File: config.mk
export PLATFORM = sky130hd
export DESIGN_NAME = rgb_led_pulse_timing_encoder_top
export DESIGN_NICKNAME = d
export VERILOG_FILES = /design/src/rtl/core/rgbpte_pkg.sv /design/src/rtl/core/rgb_led_pulse_timing_encoder_top.sv /design/src/rtl/core/rgbpte_front.sv /design/src/rtl/core/rgbpte_queue.sv /design/src/rtl/core/rgbpte_back.sv
export SDC_FILE = /design/constraint.sdc
export NUM_CORES = 1
export LEC_CHECK = 0
export ABC_AREA = 1
export ABC_CLOCK_PERIOD_IN_PS = 4200
export CORE_UTILIZATION = 30
export CTS_BUF_LIST = sky130_fd_sc_hd__clkbuf_2 sky130_fd_sc_hd__clkbuf_4 sky130_fd_sc_hd__clkbuf_8
export CTS_CLUSTER_DIAMETER = 50
export DETAILED_ROUTE_END_ITERATION = 7
export DONT_BUFFER_PORTS = 1
export GPL_ROUTABILITY_DRIVEN = 0
export SYNTH_ARGS = -nofsm -noshare
export SYNTH_HDL_FRONTEND = slang
export SYNTH_HIERARCHICAL = 1
export SYNTH_SLANG_ARGS = --single-unit
File: constraint.sdc
create_clock -name i_clk -period 4.2 [get_ports i_clk]
set_input_delay 0.21 -clock i_clk [delete_from_list [all_inputs] [get_ports i_clk]]
set_output_delay 0.21 -clock i_clk [all_outputs]
set_load 0.05 [all_outputs]
File: src/rtl/core/rgbpte_pkg.sv
// Shared types and constants for the RGB LED pulse timing encoder.
// No dependencies.
package rgbpte_pkg;

    localparam int COLOR_W = 8;
    localparam int BRIGHT_W = 9;
    localparam int TICK_W = 16;
    localparam int CMP_W = 32;
    localparam int CFG_IDX_W = 2;
    localparam logic [BRIGHT_W-1:0] FULL_SCALE = 9'd256;

    localparam logic [CFG_IDX_W-1:0] CFG_HIGH_TICKS = 2'd0;
    localparam logic [CFG_IDX_W-1:0] CFG_LOW_TICKS = 2'd1;
    localparam logic [CFG_IDX_W-1:0] CFG_STOP_VALUE = 2'd2;

    localparam logic [TICK_W-1:0] HIGH_TICKS_RST = 16'd64;
    localparam logic [TICK_W-1:0] LOW_TICKS_RST = 16'd32;
    localparam logic [CMP_W-1:0] STOP_VALUE_RST = 32'd65535;

    typedef struct packed {
        logic [COLOR_W-1:0]  red;
        logic [COLOR_W-1:0]  green;
        logic [COLOR_W-1:0]  blue;
        logic [BRIGHT_W-1:0] brightness;
    } t_in_item;

    typedef struct packed {
        logic [CMP_W-1:0] compare_value;
        logic             last;
    } t_out_item;

    typedef struct packed {
        logic [TICK_W-1:0] high_ticks;
        logic [TICK_W-1:0] low_ticks;
        logic [CMP_W-1:0]  stop_value;
    } t_cfg;

endpackage

File: src/rtl/core/rgb_led_pulse_timing_encoder_top.sv
// Path: front register, two-entry queue (lets the front run ahead), back stage,
// output register. Throughput: one compare value per cycle unless the output
// stalls, set by the bit walk; an item gives 1 + 6*BITS_PER_COLOR (49) values.
// Reset: synchronous active low, clears control and restores register defaults.
// Holds the configuration registers and ties front, queue and back together.
// Depends on rgbpte_pkg, rgbpte_front, rgbpte_queue, rgbpte_back.
module rgb_led_pulse_timing_encoder_top #(
    parameter int BITS_PER_COLOR = 8
) (
    input  logic                                  i_clk,
    input  logic                                  i_rst_n,
    input  logic                                  i_in_valid,
    output logic                                  o_in_stall,
    input  rgbpte_pkg::t_in_item                  i_in_data,
    output logic                                  o_out_valid,
    input  logic                                  i_out_stall,
    output rgbpte_pkg::t_out_item                 o_out_data,
    input  logic                                  i_cfg_valid,
    output logic                                  o_cfg_ready,
    input  logic [rgbpte_pkg::CFG_IDX_W-1:0]      i_cfg_index,
    input  logic [rgbpte_pkg::CMP_W-1:0]          i_cfg_data
);
    import rgbpte_pkg::*;

    localparam int NBITS = 3 * BITS_PER_COLOR;

    t_cfg             r_cfg;
    logic             push;
    logic             pop;
    logic             q_full;
    logic             q_empty;
    logic [NBITS-1:0] push_bits;
    logic [NBITS-1:0] pop_bits;

    assign o_cfg_ready = 1'b1;

    always_ff @(posedge i_clk) begin
        if (!i_rst_n) begin
            r_cfg.high_ticks <= HIGH_TICKS_RST;
            r_cfg.low_ticks  <= LOW_TICKS_RST;
            r_cfg.stop_value <= STOP_VALUE_RST;
        end else if (i_cfg_valid) begin
            unique case (i_cfg_index)
                CFG_HIGH_TICKS: r_cfg.high_ticks <= i_cfg_data[TICK_W-1:0];
                CFG_LOW_TICKS:  r_cfg.low_ticks  <= i_cfg_data[TICK_W-1:0];
                CFG_STOP_VALUE: r_cfg.stop_value <= i_cfg_data;
                default: ;
            endcase
        end
    end

    rgbpte_front #(.BITS_PER_COLOR(BITS_PER_COLOR)) u_front (
        .i_clk       (i_clk),
        .i_rst_n     (i_rst_n),
        .i_in_valid  (i_in_valid),
        .o_in_stall  (o_in_stall),
        .i_in_data   (i_in_data),
        .o_push      (push),
        .o_push_bits (push_bits),
        .i_q_full    (q_full)
    );

    rgbpte_queue #(.WIDTH(NBITS)) u_queue (
        .i_clk       (i_clk),
        .i_rst_n     (i_rst_n),
        .i_push      (push),
        .i_push_data (push_bits),
        .o_full      (q_full),
        .i_pop       (pop),
        .o_empty     (q_empty),
        .o_pop_data  (pop_bits)
    );

    rgbpte_back #(.BITS_PER_COLOR(BITS_PER_COLOR)) u_back (
        .i_clk       (i_clk),
        .i_rst_n     (i_rst_n),
        .i_cfg       (r_cfg),
        .i_q_empty   (q_empty),
        .i_q_bits    (pop_bits),
        .o_pop       (pop),
        .o_out_valid (o_out_valid),
        .i_out_stall (i_out_stall),
        .o_out_data  (o_out_data)
    );

endmodule

File: src/rtl/core/rgbpte_front.sv
// Front stage: takes color items, scales channels by brightness and packs
// the bit stream (red, green, blue, MSB first). Depends on rgbpte_pkg.
module rgbpte_front #(
    parameter int BITS_PER_COLOR = 8
) (
    input  logic                      i_clk,
    input  logic                      i_rst_n,
    input  logic                      i_in_valid,
    output logic                      o_in_stall,
    input  rgbpte_pkg::t_in_item      i_in_data,
    output logic                      o_push,
    output logic [3*BITS_PER_COLOR-1:0] o_push_bits,
    input  logic                      i_q_full
);
    import rgbpte_pkg::*;

    localparam int NBITS = 3 * BITS_PER_COLOR;

    logic                 r_valid;
    logic [NBITS-1:0]     r_bits;
    logic [NBITS-1:0]     n_bits;
    logic [BRIGHT_W-1:0]  bright;
    logic [COLOR_W-1:0]   ch [3];
    logic [COLOR_W-1:0]   raw [3];
    logic [16:0]          prod [3];
    logic                 take;

    assign o_push      = r_valid && !i_q_full;
    assign take        = !r_valid || o_push;
    assign o_in_stall  = !take;
    assign o_push_bits = r_bits;

    always_comb begin
        bright = (i_in_data.brightness > FULL_SCALE) ? FULL_SCALE : i_in_data.brightness;
        raw[0] = i_in_data.red;
        raw[1] = i_in_data.green;
        raw[2] = i_in_data.blue;
        n_bits = '0;
        for (int c = 0; c < 3; c++) begin
            prod[c] = {9'd0, raw[c]} * {8'd0, bright};
            ch[c]   = prod[c][15:8];
            for (int i = 0; i < BITS_PER_COLOR; i++) begin
                if (i < COLOR_W) begin
                    n_bits[NBITS-1-(c*BITS_PER_COLOR+(BITS_PER_COLOR-1-i))] = ch[c][i%COLOR_W];
                end
            end
        end
    end

    always_ff @(posedge i_clk) begin
        if (!i_rst_n) begin
            r_valid <= 1'b0;
        end else if (take) begin
            r_valid <= i_in_valid;
        end
        if (take && i_in_valid) begin
            r_bits <= n_bits;
        end
    end

endmodule

File: src/rtl/core/rgbpte_queue.sv
// Two-entry queue between the front and back stages.
// Depends on nothing beyond its width parameter.
module rgbpte_queue #(
    parameter int WIDTH = 24
) (
    input  logic             i_clk,
    input  logic             i_rst_n,
    input  logic             i_push,
    input  logic [WIDTH-1:0] i_push_data,
    output logic             o_full,
    input  logic             i_pop,
    output logic             o_empty,
    output logic [WIDTH-1:0] o_pop_data
);
    logic [WIDTH-1:0] r_mem [2];
    logic             r_wr_ptr;
    logic             r_rd_ptr;
    logic [1:0]       r_count;

    assign o_full     = (r_count == 2'd2);
    assign o_empty    = (r_count == 2'd0);
    assign o_pop_data = r_mem[r_rd_ptr];

    always_ff @(posedge i_clk) begin
        if (!i_rst_n) begin
            r_wr_ptr <= 1'b0;
            r_rd_ptr <= 1'b0;
            r_count  <= 2'd0;
        end else begin
            if (i_push) begin
                r_wr_ptr <= !r_wr_ptr;
            end
            if (i_pop) begin
                r_rd_ptr <= !r_rd_ptr;
            end
            if (i_push && !i_pop) begin
                r_count <= r_count + 2'd1;
            end else if (!i_push && i_pop) begin
                r_count <= r_count - 2'd1;
            end
        end
        if (i_push) begin
            r_mem[r_wr_ptr] <= i_push_data;
        end
    end

endmodule

File: src/rtl/core/rgbpte_back.sv
// Back stage: walks the packed bit stream and emits the running toggle
// compare values through an output register. Depends on rgbpte_pkg.
module rgbpte_back #(
    parameter int BITS_PER_COLOR = 8
) (
    input  logic                        i_clk,
    input  logic                        i_rst_n,
    input  rgbpte_pkg::t_cfg            i_cfg,
    input  logic                        i_q_empty,
    input  logic [3*BITS_PER_COLOR-1:0] i_q_bits,
    output logic                        o_pop,
    output logic                        o_out_valid,
    input  logic                        i_out_stall,
    output rgbpte_pkg::t_out_item       o_out_data
);
    import rgbpte_pkg::*;

    localparam int NBITS = 3 * BITS_PER_COLOR;
    localparam int RUN_LEN = 1 + 2 * NBITS;
    localparam int CNT_W = $clog2(RUN_LEN);
    localparam logic [CNT_W-1:0] CNT_LAST = CNT_W'(RUN_LEN - 1);

    logic             r_busy;
    logic [CNT_W-1:0] r_cnt;
    logic [CMP_W-1:0] r_sum;
    logic [NBITS-1:0] r_bits;
    logic             r_half;
    logic             r_out_valid;
    t_out_item        r_out_data;

    logic             out_free;
    logic             emit;
    logic             is_last;
    logic             bit_one;
    logic [TICK_W-1:0] step;
    logic [CMP_W-1:0] n_sum;

    assign out_free    = !r_out_valid || !i_out_stall;
    assign emit        = r_busy && out_free;
    assign is_last     = (r_cnt == CNT_LAST);
    assign o_pop       = !i_q_empty && (!r_busy || (emit && is_last));
    assign bit_one     = r_bits[NBITS-1];
    assign step        = (bit_one ^ r_half) ? i_cfg.high_ticks : i_cfg.low_ticks;
    assign n_sum       = r_sum + {{(CMP_W-TICK_W){1'b0}}, step};
    assign o_out_valid = r_out_valid;
    assign o_out_data  = r_out_data;

    always_ff @(posedge i_clk) begin
        if (!i_rst_n) begin
            r_busy      <= 1'b0;
            r_out_valid <= 1'b0;
        end else begin
            if (o_pop) begin
                r_busy <= 1'b1;
            end else if (emit && is_last) begin
                r_busy <= 1'b0;
            end
            if (emit) begin
                r_out_valid <= 1'b1;
            end else if (!i_out_stall) begin
                r_out_valid <= 1'b0;
            end
        end

        if (o_pop) begin
            r_cnt  <= '0;
            r_sum  <= '0;
            r_half <= 1'b0;
            r_bits <= i_q_bits;
        end else if (emit) begin
            r_cnt <= r_cnt + CNT_W'(1);
            if (r_cnt != '0) begin
                r_sum  <= n_sum;
                r_half <= !r_half;
                if (r_half) begin
                    r_bits <= {r_bits[NBITS-2:0], 1'b0};
                end
            end
        end

        if (emit) begin
            if (is_last) begin
                r_out_data.compare_value <= i_cfg.stop_value;
                r_out_data.last          <= 1'b1;
            end else if (r_cnt == '0) begin
                r_out_data.compare_value <= '0;
                r_out_data.last          <= 1'b0;
            end else begin
                r_out_data.compare_value <= n_sum;
                r_out_data.last          <= 1'b0;
            end
        end
    end

endmodule

; ---- Word level (Yosys, flattened, before mapping)
; Memories as Yosys holds them, arrays and structs flattened. A register that Yosys moved wholly into a read port is not among the register bits.
; Index checks and enable logic that the tools add are counted.
[totals]
regBits = 191
wordCells = 85
ram_bits = 48
memories = 1
[mem_list]
columns = name, depth, width, read_ports, rd_ports_with_merged_regs, wr, line
row1 = u_queue.r_mem, 2, 24, 1, 1, 1, rgbpte_queue.sv:15  ; logic [WIDTH-1:0] r_mem [2];
[op_classes]
reduce_logical = 36
bitwise_logic = 1
mux = 18
mul = 3
eq_ne = 5
magnitude_cmp = 1
addsub = 4
[ops]
columns = cell, count
row1 = 24-bit 2-to-1 mux, 4
row2 = 33-bit 2-to-1 mux, 2
row3 = 8-bit by 9-bit multiplier with 16-bit output, 3
row4 = 32-bit by 16-bit adder with 32-bit output, 1
row5 = 16-bit 2-to-1 mux, 1
row6 = 1-bit logical NOT, 12
row7 = 2-bit nonzero test, 5
row8 = "9-bit > comparator, second input constant", 1
row9 = 9-bit 2-to-1 mux, 1
row10 = 1-bit 2-to-1 mux, 8
row11 = 2-bit AND reduction, 4
row12 = 1-bit logical AND, 7
row13 = "6-bit by 1-bit adder with 6-bit output, second input constant", 1
row14 = "6-bit equality test, second input constant", 1
row15 = 6-bit logical NOT, 1
row16 = 6-bit nonzero test, 1
row17 = "2-bit equality test, second input constant", 2
row18 = 2-bit logical NOT, 2
row19 = 2-bit 2-to-1 mux, 2
row20 = 1-bit logical OR, 3
row21 = 3-bit AND reduction, 1
row22 = "2-bit by 1-bit adder with 2-bit output, second input constant", 1
row23 = "2-bit by 1-bit equality test with 1-bit output, second input constant", 1
row24 = "2-bit by 1-bit inequality test with 1-bit output, second input constant", 1
row25 = other kinds (2), 2

; ---- Longest topological paths before layout
; Gate-level depths: netlist of run 1.
[logic_depth]
depth_word = 9
depth_mapped = 24

; ---- By module
; The synthesis of run 1 kept the hierarchy.
[modules_own_cells]
columns = module, cells_per_inst, area_per_inst_um2, instances, seq_area_each_um2
row1 = rgbpte_front, 1029, 7672.4, 1, 740.7
row2 = rgbpte_back, 817, 5906.9, 1, 2532.4
row3 = rgb_led_pulse_timing_encoder_top, 383, 2635.0, 1, 1281.2
row4 = rgbpte_queue, 110, 2065.7, 1, 1541.5

; ---- Least setup slack after synthesis of run 1
; No wires, ideal clock.
[synth_path]
path_type = in2reg
from = input i_in_data[4] (netlist bit)
to = register u_front.r_bits[15] (netlist: u_front/o_push_bits[15]), data pin
setup_slack_ns = -0.132
arrival_ns = 4.080
cell_stages = 22
n_path_buf = 1
setup_time_ns = 0.252
cell_sequence = nor4_1 > nand3_1 > nand2_2 > nand2_1 > inv_1 > buf_4 > nand2_1 > fa_1 > inv_1 > fa_1 > fa_1 > inv_1 > fa_1 > inv_1 > ha_1 > a21oi_1 > o21a_1 > nor2_1 > nor2_1 > nand2_1 > nand2_1 > nand2_1
[synth_lines]
columns = element, line
row1 = "start, declared", rgb_led_pulse_timing_encoder_top.sv:14  ; input rgbpte_pkg::t_in_item i_in_data,
row2 = "end signal, assigned", rgbpte_front.sv:57  ; r_bits <= n_bits;
row3 = "end, declared", rgbpte_front.sv:20  ; logic [NBITS-1:0] r_bits;

==> run_results.csv, run 1 <==
group,metric,value,unit
route,vias_per_cell,4.42,
outcome,status,"finished clean",
logic_synthesis,synth-edff-count,129,
logic_synthesis,synth_top_family_by_area,"simple AND/OR/NAND/NOR gates",
logic_synthesis,ys_seq_area_frac,0.333,
clock_tree,clkTransAtPathRegs,0.06,ns
placed_design,hpwl,32300,µm
grt,grt_max_degree,71,
logic_synthesis,synthAdderAreaFrac,0.211,
cells_and_area,syn2layout_area_growth,16.2,%
hold_path,holdCritPathClass,"in -> reg",
clock_tree,cts_buffer_depth,3,
clock_tree,clock-sinks,240,
die,rows,90,
timing,slew_violations,0,
logic_synthesis,yosys.area_share.simple,0.251,
route,routed_wl,43700,µm
timing,max_slew.worst_pin.slew,1.05,ns
setup_path,crit_path_end_kind,"flip-flop",
hold_path,worstHoldEndpoint,"u_front/o_push_bits[12]",
clock_tree,cts-root-buf,"clkbuf_8",
hold_path,hold_depth,5,
power,pwr-share-clk,0.236,
clock_tree,cts_buffers,45,
setup_path,crit_fanout,8,
power,p_leak,10.8,nW
logic_synthesis,synth_cell_type_count,49,
cells_and_area,final_common_cell,"nand2_1",
die,design.die.area,61900,µm²
power,combPwrFrac,0.393,
power,p_int,6.34,mW
logic_synthesis,async_flop_share,0,
clock_tree,clkLatencyLatePin,0.60,ns
timing,setup_ws,0.256,ns
route,drtIter0Drc,905,
power,switchingPower,4.16,mW
setup_path,reg2reg_depth,13,
grt,grt_pass1_vias,14600,
timing,hold_viol,0,
timing,rsz0062_at_grt,"no",
die,fp.coreArea,60200,µm²
die,dieHeight,249,µm
placed_design,pre_cts_slack,-0.303,ns
power,vdd_drop_max,0.238,mV
timing,fmax,254,MHz
logic_synthesis,synth_compound_area_frac,0.0446,
timing,period_needed,3.94,ns
logic_synthesis,yosys_register_bits,240,
route,postRouteAntennaNets,0,
cells_and_area,fillCellCount,6286,
route,routedWlPerCell,13.3,µm
setup_path,critPathRequiredTime,4.54,ns
logic_synthesis,ys_warn_count,6,
timing,setup_viol,0,
route,firstDrtPassIters,7,
setup_path,r2r_slack,1.15,ns
timing,period_share,0.939,
logic_synthesis,netlist_instances,2339,
grt,grt_use_total,0.145,
power,power_density,494,nW/µm²
hold_path,holdCritStartpoint,"i_in_data[17]",
setup_path,cp.arrival,4.28,ns
cells_and_area,stdcell_area,21200,µm²
power,swShare,0.396,
cells_and_area,drive_above_1_share,0.100,
clock_tree,cts_tree,"yes",
clock_tree,cts.repair.resized,0,
logic_synthesis,syn-num-nets,2647,
placed_design,port_buffers,0,
logic_synthesis,synth_area,18300,µm²
die,initial_utilization,0.303,
logic_synthesis,synth_xor_area_frac,0.0162,
setup_path,criticalPathCategory,"in -> reg",
cells_and_area,layout.nets,2773,
cells_and_area,num_antenna_cells,0,
job,drv_cap,0,
placed_design,post_dp_cell_area,19500,µm²
setup_path,worstReg2RegEnd,"u_back/o_out_data[13]",
setup_path,r2r_start,"u_back/r_half",
power,seq_power_share,0.371,
clock_tree,htreeDepth,2,
grt,grt_pass1_wl,73400,µm
grt,overflow,0,
setup_path,cp-start-kind,"primary input",
die,io_pins,108,
logic_synthesis,avgSynthCellArea,7.82,µm²
cells_and_area,postLayoutCoreUtil,0.353,
grt,antenna_found_initial,0,
timing,fin_tns_setup,0,ns
timing,maxSlewHeadroom,0.296,
logic_synthesis,synthMuxAreaShare,0.0281,
route,vias,14500,
logic_synthesis,ys.flop_type,"edfxtp_1",
route,drcViolationCount,0,
cells_and_area,final_cell_mix,"645 x nand2_1, 433 x inv_1, 281 x nor2_1",
die,fp.dieW,249,µm
timing,worst_hold_slack,0.0744,ns
timing,clock_skew,0.0226,ns
-- what timing repair did --
action                    CTS  global route
buffers inserted            0             0
hold endpoints to repair   72             0
hold buffers               68             0
-- through the flow --
step                instances  total power, mW
floorplan                2339             6.90
global placement         3132             7.99
detailed placement       3132             8.03
CTS                      3284             10.7
global route             3284             11.4
finish                   3284             10.5
-- worst max path at each step --
stage / startpoint / end / slack, ns / depth (start not counted)
global placement: i_in_data[4] / u_front/o_push_bits[14] / -0.24 / 20
CTS: i_in_data[4] / u_front/o_push_bits[14] / 0.34 / 20
global route: i_in_data[4] / u_front/o_push_bits[14] / 0.01 / 20
finish: i_in_data[4] / u_front/o_push_bits[13] / 0.26 / 19
detailed placement: i_in_data[4] / u_front/o_push_bits[14] / -0.30 / 20
floorplan: i_in_data[4] / u_front/o_push_bits[21] / -0.008 / 18
-- cells in the mapped netlist (8+ instances only) --
cell type	n	share of area
buf_1	8	0.0016
xor2_1	18	0.0086
mux2_4	20	0.016
a21oi_1	86	0.024
nand2_2	9	0.0031
buf_2	20	0.0055
xnor2_1	14	0.0067
nand3_1	115	0.031
nor3_1	16	0.0044
clkbuf_1	17	0.0035
mux2_2	19	0.012
buf_6	8	0.0049
nor2_1	285	0.059
o21ai_1	11	0.0030
fa_1	121	0.13
inv_2	16	0.0033
buf_4	11	0.0045
nand4_1	23	0.0079
nand2_1	647	0.13
o21ai_0	29	0.0079
edfxtp_1	129	0.21
inv_1	433	0.089
ha_1	115	0.079
dfxtp_1	111	0.12
-- power groups by stage --
stage	clock network (mW)	logic (mW)	registers, mW
6_report	2.48	4.12	3.90
3_3_place_gp	0	4.06	3.93
3_5_place_dp	0	4.08	3.95
4_1_cts	2.58	4.18	3.91
5_1_grt	2.67	4.75	3.96
2_1_floorplan	0	3.05	3.85
-- layout make-up --
| type | instances | area, µm² | share of cell area |
|---|---|---|---|
| multi-input combinational | 1582 | 10100 | 0.477 |
| clock buffer | 63 | 786 | 0.0370 |
| clock inverter | 21 | 206 | 0.00972 |
| timing repair buffer | 145 | 1340 | 0.0629 |
| inverter | 451 | 1700 | 0.0800 |
| tap | 782 | 978 | 0.0460 |
| sequential | 240 | 6100 | 0.287 |
-- flip-flops by register name, summed over array words and instances, names as in the netlist, 2 cells and up, named ones only --
name                 cells
r_cfg                   64
u_back/o_out_data       33
u_back/r_bits           24
u_back/r_cnt             6
u_back/r_sum            32
u_front/o_push_bits     24
u_queue/r_count          2
u_queue/r_mem           48
-- logic make-up after synthesis --
logic type               after synthesis
AND/OR/NAND/NOR                     1123
buffers and inverters                517
adder cells (fa/ha/maj)              236
AO/OA/AOI/OAI                        150
multiplexers                          39
other                                  1
flip-flops                           240
XOR/XNOR                              33
-- metal layers --
layer,GRT usage,wire (µm)
met4,0.0355,732
met3,0.0335,2800
met2,0.243,20100
met1,0.186,20100
met5,0,0
-- critical path: stages --
cell and delay, ns:
nor4_1 0.26, nand3_1 0.12, nand2_2 0.13, nand2_2 0.15, inv_1 0.22, nand2_1 0.11, fa_1 0.51, inv_1 0.05
fa_1 0.53, inv_1 0.05, fa_1 0.53, inv_1 0.04, ha_1 0.29, ha_1 0.39, a21oi_1 0.22, o21ai_0 0.13
a21oi_1 0.13, nand2_1 0.08, xor2_1 0.13
Power figures use the tool's default switching activity.
==> run 2: changes to the inputs <==
--- a/config.mk
+++ b/config.mk
@@ -15,5 +15,4 @@
 export GPL_ROUTABILITY_DRIVEN = 0
 export SYNTH_ARGS = -nofsm -noshare
 export SYNTH_HDL_FRONTEND = slang
-export SYNTH_HIERARCHICAL = 1
 export SYNTH_SLANG_ARGS = --single-unit
==> run_results.csv, run 2 <==
group,metric,value,unit
setup_path,worstReg2RegEnd,"u_back.o_out_data[31]",
clock_tree,clkLatencyLatePin,0.56,ns
timing,maxSlewHeadroom,0.306,
setup_path,cp-start-kind,"primary input",
clock_tree,htreeDepth,2,
route,vias_per_cell,4.63,
power,power_density,481,nW/µm²
hold_path,holdCritPathClass,"in -> reg",
logic_synthesis,avgSynthCellArea,7.91,µm²
route,firstDrtPassIters,5,
timing,clock_skew,0.0425,ns
cells_and_area,largest_register_ffs,64,
grt,grt_use_total,0.156,
power,pwr-share-clk,0.232,
logic_synthesis,syn-num-nets,2514,
route,vias,14500,
clock_tree,cts.repair.resized,0,
placed_design,hpwl,34800,µm
clock_tree,clock-sinks,240,
timing,period_share,0.944,
grt,grt_pass1_wl,75200,µm
setup_path,criticalPathCategory,"in -> reg",
power,switchingPower,3.88,mW
setup_path,r2r_start,"u_back.r_bits[23]",
power,p_int,6.00,mW
setup_path,crit_fanout,10,
outcome,status,"finished clean",
grt,grt_max_degree,78,
route,routedWlPerCell,14.5,µm
timing,setup_ws,0.237,ns
route,drtIter0Drc,797,
logic_synthesis,synth_area,17500,µm²
clock_tree,hold_buffers,55,
setup_path,reg2reg_depth,17,
placed_design,post_dp_cell_area,19100,µm²
clock_tree,clkTransAtPathRegs,0.06,ns
die,dieHeight,243,µm
logic_synthesis,netlist_instances,2206,
clock_tree,cts_buffers,42,
job,drv_cap,0,
clock_tree,cts-root-buf,"clkbuf_8",
cells_and_area,drive_above_1_share,0.0945,
setup_path,crit_path_end_kind,"flip-flop",
setup_path,r2r_slack,0.98,ns
grt,antenna_found_initial,1,
hold_path,hold_depth,4,
logic_synthesis,ys_top_cells_by_area,"edfxtp_1 22%, fa_1 14%, dfxtp_1 13%, nand2_1 12%, inv_1 8.3%",
logic_synthesis,ys_seq_area_frac,0.349,
timing,setup_viol,0,
logic_synthesis,synth_top_area_cell,"edfxtp_1",
grt,grt_pass1_vias,15100,
die,fp.coreArea,57600,µm²
logic_synthesis,ys_warn_count,0,
timing,max_slew.worst_pin.slew,1.04,ns
cells_and_area,largest_register,"r_cfg",
logic_synthesis,yosys_register_bits,240,
logic_synthesis,ys.flop_type,"edfxtp_1",
die,fp.dieW,243,µm
power,combPwrFrac,0.382,
route,routed_wl,45300,µm
logic_synthesis,async_flop_share,0,
clock_tree,post-cts-setup-buffers,0,
route,postRouteAntennaNets,0,
power,vdd_drop_max,0.317,mV
power,p_leak,9.82,nW
cells_and_area,fillCellCount,6000,
grt,overflow,0,
cells_and_area,final_cell_mix,"547 x nand2_1, 388 x inv_1, 257 x nor2_1",
power,seq_power_share,0.386,
timing,slew_violations,0,
timing,hold_viol,0,
route,drcViolationCount,0,
cells_and_area,stdcell_area,20500,µm²
hold_path,holdCritStartpoint,"i_cfg_index[0]",
logic_synthesis,synth_top_area_frac,0.222,
die,initial_utilization,0.303,
logic_synthesis,synth.most_common_cell,"nand2_1",
logic_synthesis,yosys-top-cells-count,"551 x nand2_1, 388 x inv_1, 267 x nor2_1",
clock_tree,cts_tree,"yes",
timing,period_needed,3.96,ns
timing,rsz0062_at_grt,"no",
cells_and_area,syn2layout_area_growth,17.7,%
power,swShare,0.393,
logic_synthesis,synth_cell_type_count,47,
logic_synthesis,synth-edff-count,129,
cells_and_area,layout.nets,2650,
die,design.die.area,59200,µm²
hold_path,worstHoldEndpoint,"r_cfg[55]",
setup_path,cp.arrival,4.26,ns
cells_and_area,final_common_cell,"nand2_1",
placed_design,pre_cts_slack,-0.282,ns
die,io_pins,108,
setup_path,critPathRequiredTime,4.49,ns
timing,fmax,252,MHz
clock_tree,cts_buffer_depth,3,
die,rows,88,
placed_design,port_buffers,0,
-- run 2: changes by cell type after synthesis, moves of 11 or more --
cell | before | now
mux2_2 | 19 | 0
nor2_1 | 285 | 267
a21oi_1 | 86 | 108
inv_2 | 16 | 5
nand2_1 | 647 | 551
nand3_1 | 115 | 86
clkbuf_1 | 17 | 37
a31oi_1 | 1 | 25
o21ai_0 | 29 | 111
inv_1 | 433 | 388
mux2_4 | 20 | 0
o21ai_1 | 11 | 0
-- run 2: cell type report --
type	instances	area, µm²	share of cell area
diodes	1	2.50	0.000122
clock buffers	59	712	0.0346
clock inverters	13	173	0.00840
inverters	395	1490	0.0725
multi-input cells	1510	9770	0.475
flip-flops and latches	240	6100	0.297
well taps	765	957	0.0466
repair buffers	153	1350	0.0659
-- run 2: worst max-delay path by stage --
stage,slack [ns],end,startpoint,cells past startpoint
floorplan,0.003,u_front.o_push_bits[15],i_in_data[4],20
global placement,-0.22,u_front.o_push_bits[4],i_in_data[4],17
detailed placement,-0.28,u_front.o_push_bits[23],i_in_data[4],20
CTS,0.31,u_front.o_push_bits[15],i_in_data[4],20
global route,0.01,u_front.o_push_bits[22],i_in_data[4],19
finish,0.24,u_front.o_push_bits[15],i_in_data[4],20
-- run 2: stage by stage --
stage,setup TNS [ns],total power [mW],instances,hold WS [ns],utilization
floorplan,0,6.44,2206,0.323,-
detailed placement,-3.95,7.59,3008,0.310,0.332
global placement,-2.75,7.47,3008,0.304,0.332
CTS,0,9.98,3135,0.0869,0.357
global route,0,10.6,3135,0.104,0.357
finish,0,9.88,3136,0.123,0.357
-- run 2: cell families after synthesis --
group,after synthesis,share of synthesized area
AOI/OAI and AO/OA,268,0.0838
DFF,240,0.349
other,1,0.000215
xor gates and xnor gates,38,0.0191
buffers and inverters,456,0.103
and+or+nand+nor,967,0.224
adders and majority gates,236,0.221
-- run 2: worst max-delay path, stage by stage --
cell,delay [ns]
nor4_2,0.25
a31oi_1,0.11
inv_1,0.13
nand2_2,0.16
buf_12,0.18
nor2_1,0.15
fa_1,0.47
fa_1,0.49
fa_1,0.49
inv_1,0.05
fa_1,0.48
inv_1,0.06
ha_4,0.23
a21oi_2,0.14
o21a_1,0.15
o21ai_0,0.08
nor3_1,0.25
nand2_1,0.08
nand2_1,0.05
nand2_1,0.04
-- run 2: power by group through the flow --
stage / combinational [mW] / sequential, mW / clock [mW]
CTS: 3.80 / 3.82 / 2.36
floorplan: 2.67 / 3.77 / 0
global placement: 3.64 / 3.84 / 0
global route: 4.31 / 3.87 / 2.46
finish: 3.77 / 3.81 / 2.29
detailed placement: 3.73 / 3.86 / 0
-- run 2: layer usage --
layer,vias to the layer above,track usage,part of all wire
li1,7214,-,-
met1,6839,0.188,0.43
met2,402,0.277,0.49
met3,80,0.0265,0.057
met4,0,0.0527,0.029
met5,-,0,0
